==> src/design/jsu_pkg.sv <==
package jsu_pkg;

   localparam int MAX_RESULTS = 3;
   localparam int QUEUE_DEPTH = 4;
   localparam int QIDX_W      = 2;
   localparam int QCNT_W      = 3;

   typedef enum logic [1:0] {
      PH_IDLE = 2'd0,
      PH_BODY = 2'd1,
      PH_ESC  = 2'd2,
      PH_HEX  = 2'd3
   } phase_type;

   typedef enum logic [1:0] {
      KIND_BYTE = 2'd0,
      KIND_DONE = 2'd1,
      KIND_ERR  = 2'd2
   } kind_type;

   localparam logic [7:0] CH_QUOTE  = 8'h22;
   localparam logic [7:0] CH_BSLASH = 8'h5C;
   localparam logic [7:0] CH_LF     = 8'h0A;
   localparam logic [7:0] CH_CR     = 8'h0D;
   localparam logic [7:0] CH_U      = 8'h75;

   localparam logic [7:0]  UTF8_LEAD2     = 8'hC0;
   localparam logic [7:0]  UTF8_LEAD3     = 8'hE0;
   localparam logic [7:0]  UTF8_CONT      = 8'h80;
   localparam logic [7:0]  UTF8_CONT_MASK = 8'h3F;
   localparam logic [15:0] ONE_BYTE_LIMIT = 16'h0080;
   localparam logic [15:0] TWO_BYTE_LIMIT = 16'h0800;

   typedef struct packed {
      logic [7:0] out_byte;
      kind_type   kind;
      logic       last;
   } result_type;

   // up to three results caused by one input transaction
   typedef struct packed {
      result_type [MAX_RESULTS-1:0] res;
      logic [1:0]                   count;
   } dec_type;

   typedef struct packed {
      logic [QCNT_W-1:0] count;
      logic [QCNT_W-1:0] room;
   } q_status_type;

endpackage

==> src/design/jsu_decode.sv <==
module jsu_decode (
   input  logic            clock,
   input  logic            reset,
   input  logic            advance,
   input  logic [7:0]      text_byte,
   input  logic            text_end,
   output jsu_pkg::dec_type   dec,
   output jsu_pkg::phase_type phase
);
   import jsu_pkg::*;

   phase_type   phase_ff, phase_in;
   logic [1:0]  hex_seen_ff, hex_seen_in;
   logic [15:0] code_point_ff, code_point_in;

   logic        hex_ok;
   logic [3:0]  hex_val;
   logic        esc_ok;
   logic [7:0]  esc_byte;
   logic [15:0] cp_next;

   always_comb begin
      hex_ok  = 1'b1;
      hex_val = 4'd0;
      if (text_byte inside {[8'h30:8'h39]}) begin
         hex_val = 4'(text_byte - 8'h30);
      end else if (text_byte inside {[8'h61:8'h66]}) begin
         hex_val = 4'(text_byte - 8'h57);
      end else if (text_byte inside {[8'h41:8'h46]}) begin
         hex_val = 4'(text_byte - 8'h37);
      end else begin
         hex_ok = 1'b0;
      end
   end

   always_comb begin
      esc_ok   = 1'b1;
      esc_byte = 8'h00;
      case (text_byte)
         8'h22: esc_byte = 8'h22;
         8'h5C: esc_byte = 8'h5C;
         8'h2F: esc_byte = 8'h2F;
         8'h62: esc_byte = 8'h08;
         8'h66: esc_byte = 8'h0C;
         8'h6E: esc_byte = 8'h0A;
         8'h72: esc_byte = 8'h0D;
         8'h74: esc_byte = 8'h09;
         default: esc_ok = 1'b0;
      endcase
   end

   assign cp_next = {code_point_ff[11:0], hex_val};

   // next state
   always_comb begin
      logic fail;
      fail          = 1'b0;
      phase_in      = phase_ff;
      hex_seen_in   = hex_seen_ff;
      code_point_in = code_point_ff;
      if (advance) begin
         case (phase_ff)
            PH_IDLE: begin
               if (text_end) fail = 1'b1;
               else phase_in = PH_BODY;
            end
            PH_BODY: begin
               if (text_end || text_byte == CH_LF || text_byte == CH_CR) fail = 1'b1;
               else if (text_byte == CH_QUOTE) phase_in = PH_IDLE;
               else if (text_byte == CH_BSLASH) phase_in = PH_ESC;
            end
            PH_ESC: begin
               if (text_end) begin
                  fail = 1'b1;
               end else if (text_byte == CH_U) begin
                  phase_in      = PH_HEX;
                  hex_seen_in   = 2'd0;
                  code_point_in = 16'h0000;
               end else if (!esc_ok) begin
                  fail = 1'b1;
               end else begin
                  phase_in = PH_BODY;
               end
            end
            PH_HEX: begin
               if (text_end || !hex_ok) begin
                  fail = 1'b1;
               end else begin
                  code_point_in = cp_next;
                  if (hex_seen_ff == 2'd3) begin
                     hex_seen_in = 2'd0;
                     phase_in    = PH_BODY;
                  end else begin
                     hex_seen_in = hex_seen_ff + 2'd1;
                  end
               end
            end
            default: fail = 1'b1;
         endcase
         if (fail) begin
            phase_in      = PH_IDLE;
            hex_seen_in   = 2'd0;
            code_point_in = 16'h0000;
         end
      end
   end

   // results
   always_comb begin
      dec = '0;
      case (phase_ff)
         PH_IDLE: begin
            if (text_end) begin
               dec.count       = 2'd1;
               dec.res[0].kind = KIND_ERR;
            end
         end
         PH_BODY: begin
            dec.count = 2'd1;
            if (text_end || text_byte == CH_LF || text_byte == CH_CR) begin
               dec.res[0].kind = KIND_ERR;
            end else if (text_byte == CH_QUOTE) begin
               dec.res[0].kind = KIND_DONE;
            end else if (text_byte == CH_BSLASH) begin
               dec.count = 2'd0;
            end else begin
               dec.res[0].out_byte = text_byte;
            end
         end
         PH_ESC: begin
            if (text_end || (!esc_ok && text_byte != CH_U)) begin
               dec.count       = 2'd1;
               dec.res[0].kind = KIND_ERR;
            end else if (text_byte != CH_U) begin
               dec.count           = 2'd1;
               dec.res[0].out_byte = esc_byte;
            end
         end
         PH_HEX: begin
            if (text_end || !hex_ok) begin
               dec.count       = 2'd1;
               dec.res[0].kind = KIND_ERR;
            end else if (hex_seen_ff == 2'd3) begin
               if (cp_next < ONE_BYTE_LIMIT) begin
                  dec.count           = 2'd1;
                  dec.res[0].out_byte = cp_next[7:0];
               end else if (cp_next < TWO_BYTE_LIMIT) begin
                  dec.count           = 2'd2;
                  dec.res[0].out_byte = UTF8_LEAD2 | {3'b000, cp_next[10:6]};
                  dec.res[1].out_byte = UTF8_CONT | ({2'b00, cp_next[5:0]} & UTF8_CONT_MASK);
               end else begin
                  dec.count           = 2'd3;
                  dec.res[0].out_byte = UTF8_LEAD3 | {4'b0000, cp_next[15:12]};
                  dec.res[1].out_byte = UTF8_CONT | ({2'b00, cp_next[11:6]} & UTF8_CONT_MASK);
                  dec.res[2].out_byte = UTF8_CONT | ({2'b00, cp_next[5:0]} & UTF8_CONT_MASK);
               end
            end
         end
         default: dec = '0;
      endcase
      case (dec.count)
         2'd1: dec.res[0].last = 1'b1;
         2'd2: dec.res[1].last = 1'b1;
         2'd3: dec.res[2].last = 1'b1;
         default: ;
      endcase
   end

   always_ff @(posedge clock) begin
      if (reset) begin
         phase_ff      <= PH_IDLE;
         hex_seen_ff   <= 2'd0;
         code_point_ff <= 16'h0000;
      end else begin
         phase_ff      <= phase_in;
         hex_seen_ff   <= hex_seen_in;
         code_point_ff <= code_point_in;
      end
   end

   assign phase = phase_ff;

endmodule

==> src/design/jsu_res_queue.sv <==
module jsu_res_queue (
   input  logic                                        clock,
   input  logic                                        reset,
   input  logic                                        pop,
   input  logic [1:0]                                  push_cnt,
   input  jsu_pkg::result_type [jsu_pkg::MAX_RESULTS-1:0] push_res,
   output jsu_pkg::result_type                         head,
   output jsu_pkg::q_status_type                       status
);
   import jsu_pkg::*;

   result_type [QUEUE_DEPTH-1:0] slots_ff, slots_in;
   logic [QCNT_W-1:0]            count_ff, count_in;
   logic [QCNT_W-1:0]            keep;

   // shift out the head on pop, append new results behind what remains
   always_comb begin
      logic [QCNT_W-1:0] src;
      logic [QCNT_W-1:0] dst;
      keep     = count_ff - {{(QCNT_W-1){1'b0}}, pop};
      slots_in = slots_ff;
      for (int i = 0; i < QUEUE_DEPTH; i++) begin
         src = QCNT_W'(i) + {{(QCNT_W-1){1'b0}}, pop};
         dst = QCNT_W'(i) - keep;
         if (src < count_ff) begin
            slots_in[i] = slots_ff[src[QIDX_W-1:0]];
         end else if (dst < {1'b0, push_cnt}) begin
            slots_in[i] = push_res[dst[1:0]];
         end
      end
      count_in = keep + {1'b0, push_cnt};
   end

   always_ff @(posedge clock) begin
      if (reset) begin
         count_ff <= '0;
      end else begin
         count_ff <= count_in;
      end
   end

   always_ff @(posedge clock) begin
      slots_ff <= slots_in;
   end

   assign head         = slots_ff[0];
   assign status.count = count_ff;
   assign status.room  = QCNT_W'(QUEUE_DEPTH) - keep;

endmodule

==> src/design/json_string_unescape_top.sv <==
// Path: a req transaction is registered in the input stage, then in the result queue.
// Throughput: one req transaction per cycle while rsp is taken every cycle; a \u
//   escape above 0x7FF yields three results drained one per cycle from a 4-entry
//   result queue, so the input stalls once that queue cannot hold an item's results.
// Reset: synchronous, active high; clears decoder state to idle and empties both stages.
module json_string_unescape_top (
   input  logic        clock,
   input  logic        reset,
   input  logic        req_tvalid,
   output logic        req_tready,
   input  logic [7:0]  req_tdata,   // [7:0] text_byte
   input  logic [0:0]  req_tuser,   // [0] text_end
   output logic        rsp_tvalid,
   input  logic        rsp_tready,
   output logic [7:0]  rsp_tdata,   // [7:0] out_byte
   output logic [1:0]  rsp_tuser,   // [1:0] result_kind
   output logic        rsp_tlast    // last_of_run
);
   import jsu_pkg::*;

   logic         in_valid_ff, in_valid_in;
   logic [7:0]   in_byte_ff;
   logic         in_end_ff;
   logic         accept;
   logic         consume;
   logic         pop;
   logic [1:0]   push_cnt;
   dec_type      dec;
   phase_type    phase;
   result_type   head;
   q_status_type q_stat;

   assign pop        = rsp_tvalid && rsp_tready;
   assign consume    = in_valid_ff && ({1'b0, dec.count} <= q_stat.room);
   assign req_tready = !in_valid_ff || consume;
   assign accept     = req_tvalid && req_tready;
   assign push_cnt   = consume ? dec.count : 2'd0;

   always_comb begin
      in_valid_in = in_valid_ff;
      if (accept) in_valid_in = 1'b1;
      else if (consume) in_valid_in = 1'b0;
   end

   always_ff @(posedge clock) begin
      if (reset) begin
         in_valid_ff <= 1'b0;
      end else begin
         in_valid_ff <= in_valid_in;
      end
   end

   always_ff @(posedge clock) begin
      if (accept) begin
         in_byte_ff <= req_tdata;
         in_end_ff  <= req_tuser[0];
      end
   end

   jsu_decode u_decode (
      .clock     (clock),
      .reset     (reset),
      .advance   (consume),
      .text_byte (in_byte_ff),
      .text_end  (in_end_ff),
      .dec       (dec),
      .phase     (phase)
   );

   jsu_res_queue u_queue (
      .clock    (clock),
      .reset    (reset),
      .pop      (pop),
      .push_cnt (push_cnt),
      .push_res (dec.res),
      .head     (head),
      .status   (q_stat)
   );

   assign rsp_tvalid = (q_stat.count != '0);
   assign rsp_tdata  = head.out_byte;
   assign rsp_tuser  = head.kind;
   assign rsp_tlast  = head.last;

   a_queue_bound: assert property (@(posedge clock) disable iff (reset)
      q_stat.count <= QCNT_W'(QUEUE_DEPTH))
      else $error("result queue over capacity");

   a_err_to_idle: assert property (@(posedge clock) disable iff (reset)
      consume && dec.count != 2'd0 && dec.res[0].kind == KIND_ERR |=> phase == PH_IDLE)
      else $error("decoder not idle after error");

   a_no_load_over_held: assert property (@(posedge clock) disable iff (reset)
      accept |-> !in_valid_ff || consume)
      else $error("input register overwritten");

   a_kind_legal: assert property (@(posedge clock) disable iff (reset)
      rsp_tvalid |-> rsp_tuser != 2'd3)
      else $error("illegal result kind");

   a_byte_zero_nonbyte: assert property (@(posedge clock) disable iff (reset)
      rsp_tvalid && rsp_tuser != KIND_BYTE |-> rsp_tdata == 8'h00 && rsp_tlast)
      else $error("status result with data or not last");

endmodule
==> config.mk <==
export PLATFORM = sky130hd
export DESIGN_NAME = json_string_unescape_top
export DESIGN_NICKNAME = d
export VERILOG_FILES = /design/src/design/jsu_pkg.sv /design/src/design/jsu_decode.sv /design/src/design/jsu_res_queue.sv /design/src/design/json_string_unescape_top.sv
export SDC_FILE = /design/constraint.sdc
export NUM_CORES = 1
export LEC_CHECK = 0
export ABC_AREA = 1
export BUFFER_PORTS_ARGS = -buffer_cell sky130_fd_sc_hd__buf_4
export CORE_ASPECT_RATIO = 0.7
export CORE_MARGIN = 5
export CORE_UTILIZATION = 45
export DETAILED_ROUTE_END_ITERATION = 6
export PLACE_DENSITY = 0.71
export SLEW_MARGIN = 20
export SYNTH_ARGS = -nofsm -noshare
export SYNTH_HDL_FRONTEND = slang
export SYNTH_SLANG_ARGS = --single-unit
==> constraint.sdc <==
create_clock -name clock -period 7.9 [get_ports clock]
set_input_delay 0 -clock clock [delete_from_list [all_inputs] [get_ports clock]]
set_output_delay 0 -clock clock [all_outputs]
set_load 0.005 [all_outputs]
=== Word-level counts from Yosys, hierarchy flattened ===
Cells that the tools add are included.

* Input bits: 13
* Bits in registers: 73
* Output and inout port bits: 13
* Logic and storage cells: 218

* Equality and inequality tests: 28
* $add $sub $neg: 14
* Reduce and logical (&&, ||, !) cells: 27
* Magnitude comparators: 25
* Multiplexer cells: 105

{| class="wikitable"
|+ Operators with widths
! operator !! count
|-
| 11-bit 2-to-1 mux || 17
|-
| 11-bit binary-select mux with 2-bit select || 7
|-
| 8-bit 2-to-1 mux || 15
|-
| 8-bit by 7-bit == test with 1-bit output, second input constant || 7
|-
| 7-bit case mux with 8 select lines || 1
|-
| 2-bit 2-to-1 mux || 26
|-
| 12-bit 2-to-1 mux || 4
|-
| 12-bit case mux with 2 select lines || 1
|-
| 2-bit case mux with 4 select lines || 3
|-
| 8-bit case mux with 3 select lines || 1
|-
| 2-bit by 3-bit < comparator with 1-bit output, second input constant || 7
|-
| 1-bit 2-to-1 mux || 21
|-
| 8-bit by 4-bit == test with 1-bit output, second input constant || 2
|-
| 8-bit by 6-bit == test with 1-bit output, second input constant || 2
|-
| 8-bit by 7-bit >= comparator with 1-bit output, second input constant || 2
|-
| 8-bit by 7-bit less-or-equal comparator with 1-bit output, second input constant || 2
|-
| 16-bit by 12-bit < comparator with 1-bit output, second input constant || 1
|-
| 16-bit by 8-bit < comparator with 1-bit output, second input constant || 1
|-
| 7-bit 2-to-1 mux || 2
|-
| 3-bit by 2-bit < comparator with 1-bit output || 4
|-
| 4-bit 2-to-1 mux || 3
|-
| 6-bit 2-to-1 mux || 2
|-
| 2-bit == test, second input constant || 5
|-
| 2-bit nonzero test || 5
|-
| 33 further kinds || 58
|}

=== Depth between registers and ports, before layout ===
Gate-level depths: netlist of run 1.

* Depth in word-level cells: 17
* Depth in mapped cells: 24
* Depth with buffers taken out: 24

=== By module ===
Synthesis of run 1 repeated with hierarchy kept, for this count alone.

* Cells, all modules: 850
* Area total of the unflattened synthesis: 5,918.2 um^2

{| class="wikitable"
|+ By module, submodules not included
! module !! cells an instance !! times used !! area an instance (um^2) !! sequential area each (um^2)
|-
| jsu_res_queue || 500 || 1 || 3,529.6 || 1,381.3
|-
| jsu_decode || 318 || 1 || 1,981.9 || 320.3
|-
| json_string_unescape_top || 32 || 1 || 406.6 || 290.3
|}

=== Worst setup path before layout of run 1 ===
No wires, ideal clock.

* Kind: reg-to-reg
* Start: reg u_queue.count_ff[2]
* End: reg u_queue.slots_ff[11] (netlist bit), enable pin
* Arrival: 4.368 ns
* Setup time: 0.397 ns
* Clock period less this slack: 4.765 ns
* Cell stages (with the launch flop): 21
* Path slack: 3.135 ns
* Data required time: 7.503 ns
* Buffers on the path: 1
* Cells stage by stage: dfxtp_1 nor2_1 nand2_1 nand2_1 clkinv_1 clkbuf_1 ha_1 ha_1 ha_1 inv_1 ha_1 a21oi_1 a211oi_1 nor2_1 inv_1 nor2_1 inv_1 ha_1 inv_1 o22ai_1 o31ai_1

* Longest elaborated chain between the ends: 9
* Elaborated cells on any way between the ends: 12
* Classes of those cells: add/sub: 4; order compare: 3; mux: 1; reduce/logical: 4

{| class="wikitable"
|+ RTL lines
! element !! line !! source
|-
| from (decl) || jsu_res_queue.sv:13 || <nowiki>logic [QCNT_W-1:0] count_ff, count_in;</nowiki>
|-
| from (signal assigned) || jsu_res_queue.sv:38 || <nowiki>count_ff <= count_in;</nowiki>
|-
| 3-bit nonzero test * || json_string_unescape_top.sv:80 || <nowiki>assign rsp_tvalid = (q_stat.count != '0);</nowiki>
|-
| via rsp_tvalid || json_string_unescape_top.sv:13 || <nowiki>output logic rsp_tvalid,</nowiki>
|-
| 1-bit logical AND * || json_string_unescape_top.sv:33 || <nowiki>assign pop = rsp_tvalid && rsp_tready;</nowiki>
|-
| 3-bit by 1-bit subtractor with 3-bit output || jsu_res_queue.sv:20 || <nowiki>keep = count_ff - {{(QCNT_W-1){1'b0}}, pop};</nowiki>
|-
| 3-bit subtractor || jsu_res_queue.sv:48 || <nowiki>assign status.room = QCNT_W'(QUEUE_DEPTH) - keep;</nowiki>
|-
| 2-bit by 3-bit less-or-equal comparator with 1-bit output || json_string_unescape_top.sv:34 || <nowiki>assign consume = in_valid_ff && ({1'b0, dec.count} <= q_stat.room);</nowiki>
|-
| 1-bit logical AND || json_string_unescape_top.sv:34 ||
|-
| 2-bit 2-to-1 mux || json_string_unescape_top.sv:37 || <nowiki>assign push_cnt = consume ? dec.count : 2'd0;</nowiki>
|-
| 3-bit by 2-bit < comparator with 1-bit output || jsu_res_queue.sv:27 || <nowiki>end else if (dst < {1'b0, push_cnt}) begin</nowiki>
|-
| 2-bit nonzero test (no line) * || -- ||
|-
| to (signal assigned) || jsu_res_queue.sv:43 || <nowiki>slots_ff <= slots_in;</nowiki>
|-
| to (decl) || jsu_res_queue.sv:12 || <nowiki>result_type [QUEUE_DEPTH-1:0] slots_ff, slots_in;</nowiki>
|}

Mark *: on every way through the listed nets, which the timed path passes. The rest lies on a longest branch.
A chain may end at the register's enable or synchronous reset.

=== Final worst setup path of run 1 ===
* Start: reg u_queue.count_ff[2]
* End: reg u_queue.slots_ff[16] (netlist bit), enable pin

* Longest elaborated chain between the ends: 9
* Elaborated cells on any way between the ends: 12
* Classes of those cells: add/sub: 4; order compare: 3; mux: 1; reduce/logical: 4

{| class="wikitable"
|+ RTL lines
! element !! line
|-
| 3-bit nonzero test || json_string_unescape_top.sv:80
|-
| 1-bit logical AND || json_string_unescape_top.sv:33
|-
| 3-bit by 1-bit subtractor with 3-bit output || jsu_res_queue.sv:20
|-
| 3-bit subtractor || jsu_res_queue.sv:48
|-
| 2-bit by 3-bit less-or-equal comparator with 1-bit output || json_string_unescape_top.sv:34
|-
| 1-bit logical AND || json_string_unescape_top.sv:34
|-
| 2-bit 2-to-1 mux || json_string_unescape_top.sv:37
|-
| 3-bit by 2-bit < comparator with 1-bit output || jsu_res_queue.sv:27
|-
| 2-bit nonzero test (no line) * || --
|}

Every way passes the cells marked *; elsewhere a longest branch is shown, timed or not.

==> results of run 1 <==
[sequential cells by signal, summed over array words and instances (netlist names)]
signal	flops
u_decode.code_point_ff	12
in_byte_ff	8
in_end_ff	1
u_decode.phase	2
in_valid_ff	1
u_queue.slots_ff	33
u_decode.hex_seen_ff	2
u_queue.count_ff	3
u_queue.head	11
[Yosys cell counts, types with 6 or more instances]
library cell and number:
nand3_1 65, clkbuf_1 11, o21ai_0 53, inv_1 94
buf_4 11, a22oi_1 8, nand2_4 6, a21oi_1 31
o22ai_1 15, nor2_1 82, ha_1 29, nand2_1 207
nand4_1 9, dfxtp_1 20, nand2_2 6, edfxtp_1 53
inv_2 7
[cell families after synthesis]
group,share of synthesized area
AND/OR/NAND/NOR,0.324
AO/OA/AOI/OAI,0.129
adder cells (fa/ha/maj),0.0698
XOR/XNOR,0.00959
buffers and inverters,0.104
flip-flops,0.363
[metal layers]
layer / vias to the layer above / GRT usage / wire length, µm
met5: - / 0 / 0
met4: 0 / 0.0686 / 366
met3: 36 / 0.0631 / 1900
met2: 308 / 0.311 / 6060
met1: 2309 / 0.333 / 7420
li1: 2543 / - / -
[worst paths after layout]
path                        startpoint                   endpoint  slack (ns)  depth (start not counted)
max reg2reg        u_queue.count_ff[2]       u_queue.slots_ff[16]        2.12                         16
min reg2reg  u_decode.code_point_ff[5]  u_decode.code_point_ff[5]        0.47                          2
min                       req_tdata[2]              in_byte_ff[2]        0.37                          2
max                u_queue.count_ff[2]       u_queue.slots_ff[16]        2.12                         16
[timing repair]
action / CTS / global route
hold buffers: 12 / 0
endpoints found under the setup margin: 0 / 0
buffers inserted: 0 / 0
hold endpoints to repair: 16 / 0
[through the flow]
step	hold WS [ns]	std cells
floorplan	0.0989	765
global placement	0.179	922
detailed placement	0.179	922
CTS	0.351	950
global route	0.369	950
finish	0.366	950
[cell type report]
type	instances	area [µm²]	share of cell area
multi-input cells	558	2920	0.476
flip-flops and latches	73	1990	0.324
inverters	104	390	0.0635
repair buffers	42	345	0.0562
clock buffers	10	229	0.0373
well taps	157	196	0.0320
clock inverters	6	67.6	0.0110
[power by group through the flow]
stage / sequential [W] / combinational [W] / clock (W)
after floorplan: 0.000752 / 0.00107 / 0
after global placement: 0.000777 / 0.00152 / 0
after detailed placement: 0.000776 / 0.00153 / 0
after CTS: 0.000771 / 0.00154 / 0.000424
after global routing: 0.000788 / 0.00175 / 0.000439
final: 0.000772 / 0.00158 / 0.000417
[cell usage in the layout (no fill, tap or decap), types with 3 or more instances in the layout]
cell             n
o21ai_0         52
buf_4           30
inv_1           94
a22oi_1          8
nor2_2           4
nand2_2          6
nor2_1          82
xor2_1           5
nand4_1          9
a31oi_1          3
a21oi_1         31
nand3_1         65
nor3_1           4
o22ai_1         15
clkinv_1         3
nor2_4           4
edfxtp_1        53
ha_1            29
nand2_1        207
dfxtp_1         20
dlygate4sd3_1   12
clkbuf_16        9
inv_2            7
o21ai_1          6
nand2_4          6
==> impl_metrics.json, run 1 <==
{
  "synth_edf_count": 53,
  "num-nets-final": 831,
  "pwr-share-seq": 0.279,
  "period_share": 0.731,
  "cts_root_buffer": "clkbuf_16",
  "cts_tree": "built",
  "yosysWarnings": 0,
  "start_kind": "flop",
  "syn_inst": 765,
  "fin_crit_ns": 5.78,
  "crit_buf_inv": 5,
  "syn_to_final_growth_pct": 12.1,
  "comb_power_share": 0.571,
  "layout_setup_ws_ns": 2.12,
  "gp_congestion": 0.982,
  "finish.utilization": 0.520,
  "fmax_ghz": 0.173,
  "core_mm2": 0.0118,
  "syn_nets": 808,
  "hold_viol": 0,
  "drv_slew": 0,
  "numPortBuffers": 25,
  "ys_ff_latch": 73,
  "report.power.total_w": 0.00277,
  "initial_core_util": 0.464,
  "critPathTopFamily": "adder cells",
  "p_int_w": 0.00138,
  "critPathSlowestCell": "ha_1",
  "grt_pass1_wl_mm": 25.2,
  "n_antenna_cell": 0,
  "die_height_um": 102,
  "drive_gt1_frac": 0.106,
  "p_leak_nw": 2.72,
  "grt_usage": 0.223,
  "max_cap_viol_count": 0,
  "setup_tns_ns": 0,
  "relSlewSlack": 0.314,
  "rsz0062_at_grt": "false",
  "synth_top_area_share": 0.290,
  "synth.largest_area_cell": "edfxtp_1",
  "cts_buffer_depth": 2,
  "synth_flop_cell": "edfxtp_1",
  "rows": 33,
  "cts_sinks": 73,
  "wl_per_cell_um": 16.6,
  "fin_skew_ns": 0.0104,
  "fillCellCount": 1171,
  "clock_latency_ns": 0.34,
  "drt_pass1_iterations": 6,
  "numCtsBuffers": 9,
  "ioPinCount": 26,
  "postSynthAreaPerCell_um2": 7.17,
  "grt_overflow": 0,
  "drc": 0,
  "status": "complete, no violations",
  "crit_required_ns": 7.86,
  "worstSetupPathType": "flop to flop",
  "ir_drop_mv": 0.293,
  "grt_max_degree": 33,
  "cpMostUsedCell": "inv_1",
  "async_flop_share": 0,
  "drtIter0Drc": 791,
  "antenna_found_initial": 0,
  "grt_pass1_vias": 4742,
  "cts-htree-levels": 3,
  "dp_hpwl_mm": 11.7,
  "path_cells": "nor2_1 > nand2_1 > nand2_1 > clkinv_1 > ha_1 > inv_1 > ha_1 > a211oi_1 > nor2_1 > inv_1 > nor2_1 > inv_1 > ha_1 > inv_1 > o22ai_1 > o31ai_2",
  "ant_nets": 0,
  "cts_resized": 0,
  "clkTransAtPathRegs_ns": 0.07,
  "dp_slack_ns": 2.19,
  "syn_area_mm2": 0.00548,
  "clockPowerShare": 0.150,
  "hp-class": "primary input to flop",
  "cp_max_fo": 27,
  "ys_top_cells_by_area": "edfxtp_1, nand2_1, dfxtp_1",
  "dieWidth_um": 142,
  "avgViaCountPerCell": 5.47,
  "setup_viol": 0,
  "dieArea_mm2": 0.0145,
  "fin_area_mm2": 0.00614,
  "ys_types": 46,
  "power.switching_w": 0.00139,
  "num_vias": 5196,
  "max_stage_delay_ns": 1.11,
  "worst_slew_pin_slew_ns": 1.02,
  "ys_seq_area_frac": 0.363,
  "worstSetupEndpointType": "flop",
  "netSwitchingFraction": 0.502,
  "worstPathArrival_ns": 5.74,
  "power_density_mw_per_mm2": 451,
  "placed_area_mm2": 0.00573,
  "routed_wl_mm": 15.8
}
No activity file was read; power rests on OpenSTA's default activity.
==> inputs of run 2 (changes only) <==
==> constraint.sdc (replaced) <==
create_clock -name clock -period 5.5 [get_ports clock]
set_input_delay 0 -clock clock [delete_from_list [all_inputs] [get_ports clock]]
set_output_delay 0 -clock clock [all_outputs]
set_load 0.005 [all_outputs]
==> impl_metrics.json, run 2 (synthesis gave the netlist of run 1 again) <==
{
  "fin_crit_ns": 4.50,
  "max_cap_viol_count": 0,
  "cp_max_fo": 13,
  "p_leak_nw": 2.74,
  "hold_viol": 0,
  "r2r_slack_ns": 1.0,
  "clockPowerShare": 0.156,
  "cts_buffer_depth": 2,
  "hp-class": "primary input to flop",
  "worstSetupPathType": "flop to flop",
  "fin_skew_ns": 0.00846,
  "worstSetupEndpointType": "flop",
  "worstReg2RegStart": "in_byte_ff[1]",
  "worstPathArrival_ns": 4.55,
  "period_share": 0.818,
  "cts_hold_buf": 11,
  "finish.utilization": 0.523,
  "initial_core_util": 0.464,
  "clkTransAtPathRegs_ns": 0.06,
  "fillCellCount": 1154,
  "fmax_ghz": 0.222,
  "n_antenna_cell": 0,
  "drtIter0Drc": 670,
  "mostFrequentLayoutCells": "nand2_1, inv_1, nor2_1",
  "netSwitchingFraction": 0.497,
  "ir_drop_mv": 0.502,
  "crit_required_ns": 5.55,
  "syn_to_final_growth_pct": 12.6,
  "numPortBuffers": 25,
  "grt_pass1_vias": 4875,
  "power_density_mw_per_mm2": 655,
  "drv_slew": 0,
  "cts_root_buffer": "clkbuf_16",
  "start_kind": "flop",
  "power.switching_w": 0.00201,
  "gp_congestion": 0.992,
  "grt_overflow": 0,
  "postCtsSetupBuffers": 0,
  "pwr-share-seq": 0.273,
  "routed_wl_mm": 15.7,
  "rsz0062_at_grt": "false",
  "grt_usage": 0.223,
  "dieArea_mm2": 0.0145,
  "largest_register_ffs": 33,
  "grt_use_met3": 0.0664,
  "wl_per_cell_um": 16.5,
  "numCtsBuffers": 9,
  "whs_path_depth": 2,
  "avgViaCountPerCell": 5.49,
  "reg2reg_depth": 24,
  "worst_slew_pin_slew_ns": 0.968,
  "relSlewSlack": 0.351,
  "rows": 33,
  "use_met2": 0.312,
  "antenna_found_initial": 0,
  "cts-htree-levels": 3,
  "hold_slack_ns": 0.364,
  "p_int_w": 0.00203,
  "layout.cells.most_common": "nand2_1",
  "hold_end": "in_byte_ff[7]",
  "cts_resized": 0,
  "die_height_um": 102,
  "ioPinCount": 26,
  "cts_sinks": 73,
  "num-nets-final": 833,
  "clock_latency_ns": 0.35,
  "hp-start": "req_tdata[7]",
  "largest-register": "u_queue.slots_ff",
  "met1_usage": 0.334,
  "num_vias": 5230,
  "grt_pass1_wl_mm": 25.3,
  "setup_tns_ns": 0,
  "dp_hpwl_mm": 11.6,
  "drive_gt1_frac": 0.108,
  "grt-busiest-layer": "met1",
  "ant_nets": 0,
  "cts_tree": "built",
  "dieWidth_um": 142,
  "core_mm2": 0.0118,
  "comb_power_share": 0.572,
  "status": "complete, no violations",
  "drc": 0,
  "rr_endpoint": "u_queue.slots_ff[30]",
  "grt_max_degree": 33,
  "setup_viol": 0,
  "drt_pass1_iterations": 6
}
## run 2: changes by cell type in the layout (fill, tap and decap cells not counted)
cell / delta
o21ai_1: -1
o21ai_2: +1
inv_6: -1
clkinvlp_4: -2
clkinv_1: +3
dlygate4sd3_1: -1
buf_4: +3
clkbuf_1: -1
bufinv_16: +1
## run 2: worst max path at each step
stage                              startpoint  slack (ns)                    to  cells after the start
after floorplan           u_queue.count_ff[2]        0.73  u_queue.slots_ff[11]                     20
after global placement          in_byte_ff[0]        1.18       u_queue.head[5]                     23
after detailed placement        in_byte_ff[1]        1.04       u_queue.head[5]                     23
after CTS                       in_byte_ff[1]        1.03       u_queue.head[3]                     23
after global routing            in_byte_ff[1]        0.62  u_queue.slots_ff[30]                     24
final                           in_byte_ff[1]         1.0  u_queue.slots_ff[30]                     24
## run 2: metrics by stage
stage	setup slack (ns)	cells	cell area, µm²	total power (W)
2_1_floorplan	0.735	765	5480	0.00262
3_5_place_dp	1.04	925	5750	0.00334
6_report	0.999	952	6170	0.00404
5_1_grt	0.620	952	6170	0.00432
3_3_place_gp	1.18	925	5750	0.00334
4_1_cts	1.03	952	6170	0.00399
## run 2: final cells by class
| type | count | area (µm²) | area share |
|---|---|---|---|
| multi-input cells | 558 | 2930 | 0.474 |
| repair buffers | 44 | 358 | 0.0580 |
| well taps | 157 | 196 | 0.0318 |
| flip-flops and latches | 73 | 1990 | 0.323 |
| inverters | 104 | 390 | 0.0632 |
| clock buffers | 9 | 225 | 0.0365 |
| clock inverters | 7 | 85.1 | 0.0138 |
## run 2: worst max-delay path, stage by stage, from the launching register on
cell and delay, ns:
edfxtp_1 0.48, inv_1 0.16, ha_1 0.21, inv_1 0.06
nand2_1 0.08, nor2_1 0.05, nor2_1 0.11, a21oi_2 0.08
nand2_4 0.13, nand2_8 0.09, nor2_8 0.20, nand2_4 0.12
nor2_8 0.12, ha_1 0.26, a21oi_1 0.16, a211oi_1 0.08
nor2_1 0.23, inv_1 0.09, nor2_1 0.19, inv_1 0.12
ha_1 0.29, a21oi_1 0.16, nand3_1 0.08, o21ai_0 0.36
buf_4 0.30
## run 2: per-layer routing
metal	routed length, µm	up-vias
met5	0	-
met4	131	0
met3	1770	11
met2	6230	282
met1	7530	2383
li1	-	2554
## run 2: power by group through the flow
stage	combinational, W	sequential [W]	clock (W)
floorplan	0.00154	0.00108	0
CTS	0.00225	0.00110	0.000638
global placement	0.00223	0.00111	0
global route	0.00253	0.00112	0.000661
detailed placement	0.00223	0.00111	0
finish	0.00231	0.00110	0.000629
==> inputs of run 3 (changes only) <==
==> constraint.sdc (replaced) <==
create_clock -name clock -period 4.5 [get_ports clock]
set_input_delay 0 -clock clock [delete_from_list [all_inputs] [get_ports clock]]
set_output_delay 0 -clock clock [all_outputs]
set_load 0.005 [all_outputs]
==> impl_metrics.json, run 3 (synthesis gave the netlist of run 1 again) <==
{
  "cts_sinks": 73,
  "hold_end": "in_byte_ff[2]",
  "fin_crit_ns": 4.18,
  "num-nets-final": 835,
  "drt_pass1_iterations": 7,
  "drc": 5,
  "ir_drop_mv": 0.458,
  "largest-register": "u_queue.slots_ff",
  "cts_root_buffer": "clkbuf_16",
  "grt_usage": 0.225,
  "drv_slew": 0,
  "numPortBuffers": 25,
  "clock_latency_ns": 0.34,
  "grt_overflow": 0,
  "p_leak_nw": 2.72,
  "max_cap_viol_count": 0,
  "syn_to_final_growth_pct": 12.0,
  "avgViaCountPerCell": 5.50,
  "core_mm2": 0.0118,
  "r2r_slack_ns": 0.32,
  "fin_area_mm2": 0.00614,
  "relSlewSlack": 0.353,
  "dieWidth_um": 142,
  "grt_pass1_wl_mm": 25.5,
  "setup_tns_ns": 0,
  "numCtsBuffers": 9,
  "worstSetupEndpointType": "flop",
  "crit_required_ns": 4.53,
  "ioPinCount": 26,
  "use_met2": 0.316,
  "rows": 33,
  "largest_register_ffs": 33,
  "setup_viol": 0,
  "initial_core_util": 0.464,
  "worstReg2RegStart": "in_byte_ff[1]",
  "worstSetupPathType": "flop to flop",
  "layout.cells.most_common": "nand2_1",
  "num_vias": 5240,
  "grt_pass1_vias": 4826,
  "status": "finished, violations left",
  "cts_tree": "built",
  "dp_hpwl_mm": 11.8,
  "power_density_mw_per_mm2": 785,
  "hp-start": "req_tdata[2]",
  "cp_max_fo": 13,
  "worst_slew_pin_slew_ns": 0.965,
  "fin_skew_ns": 0.0102,
  "routed_wl_mm": 15.9,
  "period_share": 0.929,
  "dieArea_mm2": 0.0145,
  "reg2reg_depth": 24,
  "rr_endpoint": "u_queue.slots_ff[15]",
  "hold_viol": 0,
  "drive_gt1_frac": 0.112,
  "grt_max_degree": 33,
  "met1_usage": 0.335,
  "postCtsSetupBuffers": 0,
  "placed_area_mm2": 0.00577,
  "cts_buffer_depth": 2,
  "start_kind": "flop",
  "mostFrequentLayoutCells": "nand2_1, inv_1, nor2_1",
  "wl_per_cell_um": 16.7,
  "whs_path_depth": 2,
  "n_antenna_cell": 0,
  "grt-busiest-layer": "met1",
  "violations": "design-rule violations",
  "worstPathArrival_ns": 4.21,
  "rsz0062_at_grt": "false",
  "hp-class": "primary input to flop",
  "cts-htree-levels": 3,
  "fmax_ghz": 0.239,
  "ant_nets": 0,
  "die_height_um": 102,
  "clkTransAtPathRegs_ns": 0.06,
  "drtIter0Drc": 682,
  "grt_use_met3": 0.0664,
  "hold_slack_ns": 0.376,
  "antenna_found_initial": 0,
  "gp_congestion": 1.00
}
-- run 3: through the flow --
step                total power [W]  setup WS [ns]   util  std cells
global placement            0.00408          0.542  0.488        927
detailed placement          0.00410          0.340  0.488        927
floorplan                   0.00321         0.0650      -        765
finish                      0.00482          0.318  0.520        953
global route                0.00519         0.0379  0.520        953
CTS                         0.00478          0.329  0.520        953
-- run 3: routing by layer --
metal / share of wire / wire, µm
met5: 0 / 0
met4: 0.016 / 261
met3: 0.11 / 1720
met2: 0.40 / 6390
met1: 0.47 / 7510
-- run 3: worst max-delay path by stage --
stage / from / to / slack [ns] / cells after the start
after global routing: in_byte_ff[1] / u_queue.slots_ff[15] / 0.04 / 24
after global placement: in_byte_ff[1] / u_queue.slots_ff[14] / 0.54 / 24
after detailed placement: in_byte_ff[1] / u_queue.slots_ff[17] / 0.34 / 24
after floorplan: u_queue.count_ff[2] / u_queue.slots_ff[11] / 0.07 / 20
final: in_byte_ff[1] / u_queue.slots_ff[15] / 0.32 / 24
after CTS: in_byte_ff[1] / u_queue.slots_ff[15] / 0.33 / 24
-- run 3: power breakdown --
part / switching, W / internal [W] / total (W) / leakage [nW]
registers: 0.000144 / 0.00121 / 0.00136 / 0.679
clock network: 0.000289 / 0.000369 / 0.000658 / 0.124
logic: 0.00199 / 0.000813 / 0.00280 / 1.92
total: 0.00242 / 0.00240 / 0.00482 / 2.72
-- run 3: timing repair --
item                                   CTS  global route
setup endpoints to repair                0            22
hold buffers                            11             0
endpoints found under the hold margin   16             0
resized for setup                        0             1
-- run 3: critical path: stages, from the launching register on --
cell,delay (ns)
edfxtp_1,0.49
inv_1,0.16
ha_1,0.21
inv_1,0.06
nand2_1,0.07
nor2_1,0.05
nor2_1,0.11
a21oi_2,0.09
nand2_4,0.13
nand2_8,0.08
nor2_8,0.21
nand2_4,0.12
nor2_8,0.13
ha_1,0.26
a21oi_1,0.16
a211oi_1,0.08
nor2_1,0.19
inv_1,0.10
nor2_2,0.17
inv_1,0.12
ha_1,0.30
inv_1,0.06
o22ai_1,0.09
o31ai_2,0.18
buf_4,0.26
-- run 3: area by class of cell --
type                            instances  area [µm²]
Clock buffer                           10         229
Sequential cell                        73        1990
Tap cell                              157         196
Clock inverter                          5        33.8
Fill cell                            1186        5670
Multi-Input combinational cell        558        2930
Timing Repair Buffer                   46         373
Inverter                              104         390
